### config.mk
export PLATFORM = sky130hd
export DESIGN_NAME = qmi_div
export DESIGN_NICKNAME = d
export VERILOG_FILES = /design/src/rtl/core/qmi_pkg.sv /design/src/rtl/core/qmi_div.sv
export SDC_FILE = /design/constraint.sdc
export NUM_CORES = 1
export LEC_CHECK = 0
export ABC_AREA = 1
export BUFFER_PORTS_ARGS = -buffer_cell sky130_fd_sc_hd__buf_4
export CORE_MARGIN = 2
export CORE_UTILIZATION = 55
export CTS_CLUSTER_DIAMETER = 80
export DETAILED_ROUTE_END_ITERATION = 6
export PLACE_DENSITY = 0.91
export SLEW_MARGIN = 20
export SYNTH_ARGS = -nofsm -noshare
export SYNTH_HDL_FRONTEND = slang
export SYNTH_SLANG_ARGS = --single-unit
export TNS_END_PERCENT = 20
### constraint.sdc
create_clock -name i_clk -period 3 [get_ports i_clk]
set_input_delay 0.15 -clock i_clk [delete_from_list [all_inputs] [get_ports i_clk]]
set_output_delay 0.15 -clock i_clk [all_outputs]
set_load 0.01 [all_outputs]
### src/rtl/core/qmi_pkg.sv
// qmi_pkg: shared types and constants for the queue machine interpreter
// no dependencies
package qmi_pkg;
    localparam int QUEUE_DEPTH   = 1024;
    localparam int PROGRAM_DEPTH = 65536;
    localparam int QAW           = $clog2(QUEUE_DEPTH);
    localparam int QCW           = $clog2(QUEUE_DEPTH + 1);
    localparam int NUM_REGS      = 26;
    localparam int RAW           = 5;

    typedef enum logic [4:0] {
        M_PUSH = 5'd0, M_ADD = 5'd1, M_SUB = 5'd2, M_MUL = 5'd3, M_DIV = 5'd4,
        M_MOD = 5'd5, M_STORE = 5'd6, M_LOAD = 5'd7, M_PRINTQ = 5'd8,
        M_PRINTR = 5'd9, M_CHARQ = 5'd10, M_CHARR = 5'd11, M_LABEL = 5'd12,
        M_JUMP = 5'd13, M_JZ = 5'd14, M_JEQ = 5'd15, M_JGT = 5'd16, M_QUIT = 5'd17
    } t_mode;

    typedef enum logic [1:0] {
        F_NONE = 2'd0, F_UNDER = 2'd1, F_OVER = 2'd2
    } t_fault;

    typedef enum logic [2:0] {
        S_IDLE, S_POPA, S_POPB, S_DIV, S_EXEC, S_OUT
    } t_state;

    typedef struct packed {
        logic [4:0]  mode;
        logic [4:0]  reg_first;
        logic [4:0]  reg_second;
        logic [15:0] immediate;
        logic [15:0] target;
    } t_in;

    typedef struct packed {
        logic        out_valid;
        logic [15:0] out_value;
        logic        out_is_char;
        logic [15:0] next_pc;
        logic        halted;
        logic [1:0]  fault;
    } t_out;

    typedef struct packed {
        logic        start;
        logic [15:0] a;
        logic [15:0] b;
    } t_div_req;

    typedef struct packed {
        logic        done;
        logic [15:0] quot;
        logic [15:0] rem;
    } t_div_rsp;
endpackage

### src/rtl/core/qmi_div.sv
// qmi_div: 16-bit restoring divider, one quotient bit per cycle
// depends on qmi_pkg
module qmi_div
    import qmi_pkg::*;
(
    input  logic     i_clk,
    input  logic     i_rst_n,
    input  t_div_req i_req,
    output t_div_rsp o_rsp
);
    logic [15:0] r_q, n_q, r_b;
    logic [16:0] r_r, n_r, tr;
    logic [4:0]  r_cnt;
    logic        r_busy, r_done;

    always_comb begin
        tr  = {r_r[15:0], r_q[15]};
        n_q = {r_q[14:0], 1'b0};
        n_r = tr;
        if (tr >= {1'b0, r_b}) begin
            n_r     = tr - {1'b0, r_b};
            n_q[0]  = 1'b1;
        end
    end

    always_ff @(posedge i_clk) begin
        if (!i_rst_n) begin
            r_busy <= 1'b0;
            r_done <= 1'b0;
            r_cnt  <= '0;
        end else begin
            r_done <= 1'b0;
            if (i_req.start) begin
                r_busy <= 1'b1;
                r_cnt  <= 5'd16;
            end else if (r_busy) begin
                r_cnt <= r_cnt - 5'd1;
                if (r_cnt == 5'd1) begin
                    r_busy <= 1'b0;
                    r_done <= 1'b1;
                end
            end
        end
    end

    always_ff @(posedge i_clk) begin
        if (i_req.start) begin
            r_q <= i_req.a;
            r_b <= i_req.b;
            r_r <= '0;
        end else if (r_busy) begin
            r_q <= n_q;
            r_r <= n_r;
        end
    end

    assign o_rsp.done = r_done;
    assign o_rsp.quot = (r_b == 16'd0) ? 16'd0 : r_q;
    assign o_rsp.rem  = (r_b == 16'd0) ? 16'd0 : r_r[15:0];
endmodule

==> impl_metrics.toml, run 1 <==
[run_status]
status = "completed"

[cts]
cts_hold_buf = 0
htreeDepth = 2
clockBufferDepth = 2
clkSinkCount = 55
cts_setup_buffers = 0
insertion_delay_ns = 0.31
path_clk_slew_ns = 0.11
cts_tree = "yes"
root_buffer = "clkbuf_8"
cts_buffers = 5
cts-resized-gates = 0

[global_routing]
use_met1 = 0.315
use_met3 = 0.0492
grt_use_met2 = 0.412
grt_first_pass_wirelength_um = 14300
grt.busiest_layer = "met2"
grt_antenna_before_repair = 0
grt_start_max_net_pins = 51
track_usage = 0.245
grt_overflow = 0
first_global_vias = 3269

[worst_hold_path]
hp-class = "in2reg"

[sta]
drv_slew = 0
finalCriticalPeriod_ns = 2.37
fmax_ghz = 0.422
worst_pin_slew_ns = 0.643
finalSetupTns_ns = 0
fin_skew_ns = 0.0160
setup_viol = 0
hold_ws_ns = 0.00323
finalHoldViolCount = 0
fin_crit_sh = 0.791
rsz0062_at_grt = "false"
max-slew-margin-rel = 0.571

[final_layout]
fin_cells = 638
design_area_um2 = 4250
drive_above_1_share = 0.184
antennaDiodeCount = 0
fillCellCount = 511
syn_to_final_growth_pct = 18.5
nets = 614

[drt]
ant_nets = 0
drc_errors = 0
num_vias = 3410
drtPass1Iterations = 5
drt_iter0_drc = 379
wl_um = 8800
wire_per_inst_um = 13.8
routed_via_density = 5.34

[critical_path]
worstReg2RegStart = "r_b[11]$_DFFE_PP_"
critPathMaxFanout = 23
r2r-end = "r_r[2]$_SDFFE_PP0P_"
startpoint_type = "flip-flop"
cp-end-kind = "output port"
reg2reg_slack_ns = 0.85
endpoint = "o_rsp[24]"
cp.arrival_ns = 2.22
worstPathRequired_ns = 2.85
startpoint = "r_b[1]$_DFFE_PP_"
worstSetupPathType = "reg2out"
ff2ff_path_depth = 13

[floorplan]
dieArea_um2 = 7190
die_h_um = 84.8
coreArea_um2 = 6310
row_count = 29
start_util = 0.568
io_pins = 68
die_x_um = 84.8

[synthesis]
syn_area_per_cell_um2 = 7.25
yosysWarnings = 0
yosysSeqAreaShare = 0.396
synth_seq_cells = 55
synth_flop_cell = "edfxtp_1"
synth-edff-count = 32
syn_inst = 495
netlist_area_um2 = 3590
syn_nets = 549
synth_cell_type_count = 35
synthArstFlopShare = 0

[power]
finalPower_mw = 1.65
vdd_drop_max_v = 0.000366
p_leak_nw = 2.27
power.density_nw_per_um2 = 389

[placed_design]
placed_cell_area_um2 = 4140
portBuffers = 67
globalplace.congestion = 1.01
place_inst = 629
dp.final_hpwl_um = 6560

[flow_run]
drv_cap = 0
==> worst min path at each step <==
stage,cells past startpoint,end,startpoint
after floorplan,0,r_b[0]$_DFFE_PP_,i_req[0]
after global placement,1,r_b[2]$_DFFE_PP_,i_req[2]
after global routing,1,r_b[12]$_DFFE_PP_,i_req[12]
after detailed placement,1,r_b[7]$_DFFE_PP_,i_req[7]
final,1,r_b[8]$_DFFE_PP_,i_req[8]
after CTS,1,r_b[8]$_DFFE_PP_,i_req[8]
==> worst max-delay path: stages, from the launching register on <==
cell	delay, ns
edfxtp_1	0.43
nor2_1	0.12
nand3_1	0.11
nor4_4	0.61
buf_4	0.38
nor2_1	0.10
buf_4	0.15
==> cells by family (layout without fill, tap and decap cells) <==
logic type	count (synthesis)	in the layout	synth area share
AO/OA/AOI/OAI	31	31	0.0485
XOR/XNOR	8	8	0.0195
adder cells (fa/ha/maj)	19	19	0.0683
buffers and inverters	110	176	0.125
flip-flops	55	55	0.396
AND/OR/NAND/NOR	272	272	0.343
==> registers in the layout, summed over array words and instances, names as in the netlist <==
signal  count
r_busy      1
r_done      1
r_r        16
r_cnt       5
r_q        16
r_b        16
==> per-layer routing <==
| layer | routed length [um] | up-vias | part of all wire |
|---|---|---|---|
| li1 | - | 1667 | - |
| met1 | 3560 | 1557 | 0.40 |
| met2 | 4320 | 159 | 0.49 |
| met3 | 704 | 27 | 0.080 |
| met4 | 212 | 0 | 0.024 |
| met5 | 0 | - | 0 |
==> cells in the final DEF, fill, tap and decap left out, types with 2 or more instances in the layout <==
cell type,count
a21oi_1,8
a21oi_2,2
buf_4,70
clkbuf_8,5
dfxtp_1,23
edfxtp_1,32
ha_1,18
inv_1,94
inv_2,3
nand2_1,141
nand2_2,9
nand2_4,3
nand2_8,2
nand3_1,42
nand3_2,2
nand3b_1,4
nand4_1,4
nor2_1,53
nor2_4,2
nor3_1,6
o21a_1,2
o21ai_0,16
xnor2_1,5
xor2_1,3
==> area by class of cell <==
| type | count | area, um^2 | area share |
|---|---|---|---|
| multi-input cells | 330 | 1730 | 0.406 |
| clock buffers | 7 | 97.6 | 0.0230 |
| repair buffers | 71 | 536 | 0.126 |
| clock inverters | 1 | 8.76 | 0.00206 |
| flip-flops and latches | 55 | 1420 | 0.334 |
| well taps | 77 | 96.3 | 0.0227 |
| inverters | 97 | 364 | 0.0856 |
==> stage by stage <==
step,utilization,setup WS (ns)
after floorplan,-,1.26
after global placement,0.655,0.982
after detailed placement,0.655,0.882
after CTS,0.672,0.625
after global routing,0.673,0.529
final,0.673,0.628
==> report_power, final <==
group / switching, mW / total, mW / internal, mW
Clock: 0.251 / 0.470 / 0.219
Sequential: 0.0177 / 0.869 / 0.852
Combinational: 0.186 / 0.314 / 0.128
==> synth_stat cells, types with 5 or more instances <==
cell type	instances	area, um^2
clkbuf_1	5	18.8
inv_1	94	353
dfxtp_1	23	460
o21ai_0	16	80.1
nor3_1	6	30.0
nand3_1	42	210
nor2_1	53	199
edfxtp_1	32	961
nand2_2	9	56.3
nand2_1	141	529
ha_1	18	225
xnor2_1	5	43.8
a21oi_1	8	40.0
Note: power is estimated with default switching activity, not from simulation.
==> run 2: changes to the inputs <==
==> constraint.sdc (replaced) <==
create_clock -name i_clk -period 2.5 [get_ports i_clk]
set_input_delay 0.125 -clock i_clk [delete_from_list [all_inputs] [get_ports i_clk]]
set_output_delay 0.125 -clock i_clk [all_outputs]
set_load 0.01 [all_outputs]
==> run 2 against run 1 <==
Compared with the run above: clock skew shrank 0.0091 ns; routed wire length about the same; hold slack gained 0.051 ns; final area rose by 3.3%.
==> impl_metrics.toml, run 2 (same netlist as run 1, synthesis figures left out) <==
[run_status]
status = "completed"

[critical_path]
cp-end-kind = "flip-flop"
cpMaxStageDelayCell = "nor2_4"
cp.arrival_ns = 2.49
worstPathRequired_ns = 2.77
max_stage_delay_ns = 0.42
cp.depth = 13
startpoint_type = "flip-flop"
crit_chain = "inv_1 > ha_1 > nand2_2 > inv_2 > nand2_2 > nor2_2 > nand3_2 > nand2_2 > nor2_4 > nand2_8 > nand2_1 > nand3_1 > nand2_1"
cp_common_cell = "nand2_2"
worstSetupPathType = "reg2reg"
crit_family = "simple AND/OR/NAND/NOR gates"
critPathMaxFanout = 18
ff2ff_path_depth = 13
cp_num_buf_inv = 2

[drt]
drt_iter0_drc = 200
routed_via_density = 5.19
drc_errors = 0
wire_per_inst_um = 13.5
wl_um = 8790
drtPass1Iterations = 5
ant_nets = 0
num_vias = 3390

[sta]
worst_pin_slew_ns = 0.691
drv_slew = 0
rsz0062_at_grt = "false"
setup_viol = 0
finalCriticalPeriod_ns = 2.22
fin_skew_ns = 0.00697
finalSetupTns_ns = 0
max-slew-margin-rel = 0.539
fmax_ghz = 0.451
finalHoldViolCount = 0
fin_crit_sh = 0.886

[global_routing]
grt_antenna_before_repair = 0
grt_start_max_net_pins = 51
use_met1 = 0.320
grt_overflow = 0
first_global_vias = 3308
use_met3 = 0.0482
grt_first_pass_wirelength_um = 14600
track_usage = 0.253
grt_use_met2 = 0.440
grt.busiest_layer = "met2"

[cts]
cts_buffers = 5
clockBufferDepth = 2
path_clk_slew_ns = 0.10
cts-resized-gates = 0
clkSinkCount = 55
root_buffer = "clkbuf_8"
cts_tree = "yes"
htreeDepth = 2
insertion_delay_ns = 0.32

[floorplan]
dieArea_um2 = 7190
row_count = 29
coreArea_um2 = 6310
die_h_um = 84.8
die_x_um = 84.8
start_util = 0.568
io_pins = 68

[worst_hold_path]
hp-class = "in2reg"
holdPathStages = 2

[placed_design]
portBuffers = 67
dp.final_hpwl_um = 6300
placed_cell_area_um2 = 4140
globalplace.congestion = 0.906
place_inst = 629

[final_layout]
fin_cells = 653
antennaDiodeCount = 0
reg_top3 = "r_b x16, r_q x16, r_r x16"
drive_above_1_share = 0.179
syn_to_final_growth_pct = 22.4
multiInputGateArea_um2 = 1730
fillCellCount = 538
final_common_cell = "nand2_1"
nets = 629
seq_area_um2 = 1420
design_area_um2 = 4390
most-common-layout-cells = "141 x nand2_1, 94 x inv_1, 70 x buf_4"

[power]
finalPower_mw = 1.97
p_leak_nw = 2.33
power.density_nw_per_um2 = 448
vdd_drop_max_v = 0.000447

[flow_run]
drv_cap = 0
## run 2: cell count changes in the layout (fill, tap and decap cells not counted), sizes merged
cell         delta
dlygate4sd3    +15
## run 2: final timing paths
check	end	startpoint	slack, ns
min reg2reg	r_r[8]$_SDFFE_PP0P_	r_r[8]$_SDFFE_PP0P_	0.48
max reg2reg	r_r[13]$_SDFFE_PP0P_	r_b[11]$_DFFE_PP_	0.28
min	r_cnt[4]$_SDFFE_PN0P_	i_rst_n	0.05
max	r_r[13]$_SDFFE_PP0P_	r_b[11]$_DFFE_PP_	0.28
## run 2: final cells by class
class	count	area share
clock buffers	7	0.0197
clock inverters	1	0.00199
inverters	97	0.0829
multi-input cells	330	0.394
flip-flops and latches	55	0.324
well taps	77	0.0219
repair buffers	86	0.156
## run 2: worst register-to-register path: stages, from the launching register on
cell and delay [ns]:
edfxtp_1 0.38, inv_1 0.13, ha_1 0.32, nand2_2 0.13
inv_2 0.05, nand2_2 0.07, nor2_2 0.06, nand3_2 0.06
nand2_2 0.06, nor2_4 0.42, nand2_8 0.22, nand2_1 0.13
nand3_1 0.08, nand2_1 0.07
## run 2: what timing repair did
action,4_1_cts,5_1_grt
endpoints found under the hold margin,16,0
setup endpoints to repair,0,0
hold buffers,16,0
setup buffers,0,0
## run 2: metal layers
metal	part of all wire	wire, um
met1	0.43	3770
met2	0.49	4310
met3	0.062	548
met4	0.019	168
met5	0	0
## run 2: where the power goes
group | internal [mW] | total, mW | switching (mW)
Clock | 0.230 | 0.535 | 0.305
Combinational | 0.169 | 0.392 | 0.223
Sequential | 1.02 | 1.04 | 0.0206
Total | 1.42 | 1.97 | 0.549
## run 2: through the flow
| stage | util | hold slack, ns | setup slack, ns |
|---|---|---|---|
| after detailed placement | 0.655 | 0.304 | 0.353 |
| final | 0.695 | 0.0538 | 0.284 |
| after global routing | 0.695 | 0.0527 | 0.125 |
| after global placement | 0.655 | 0.303 | 0.404 |
| after CTS | 0.695 | 0.0447 | 0.317 |
| after floorplan | - | 0.224 | 0.759 |
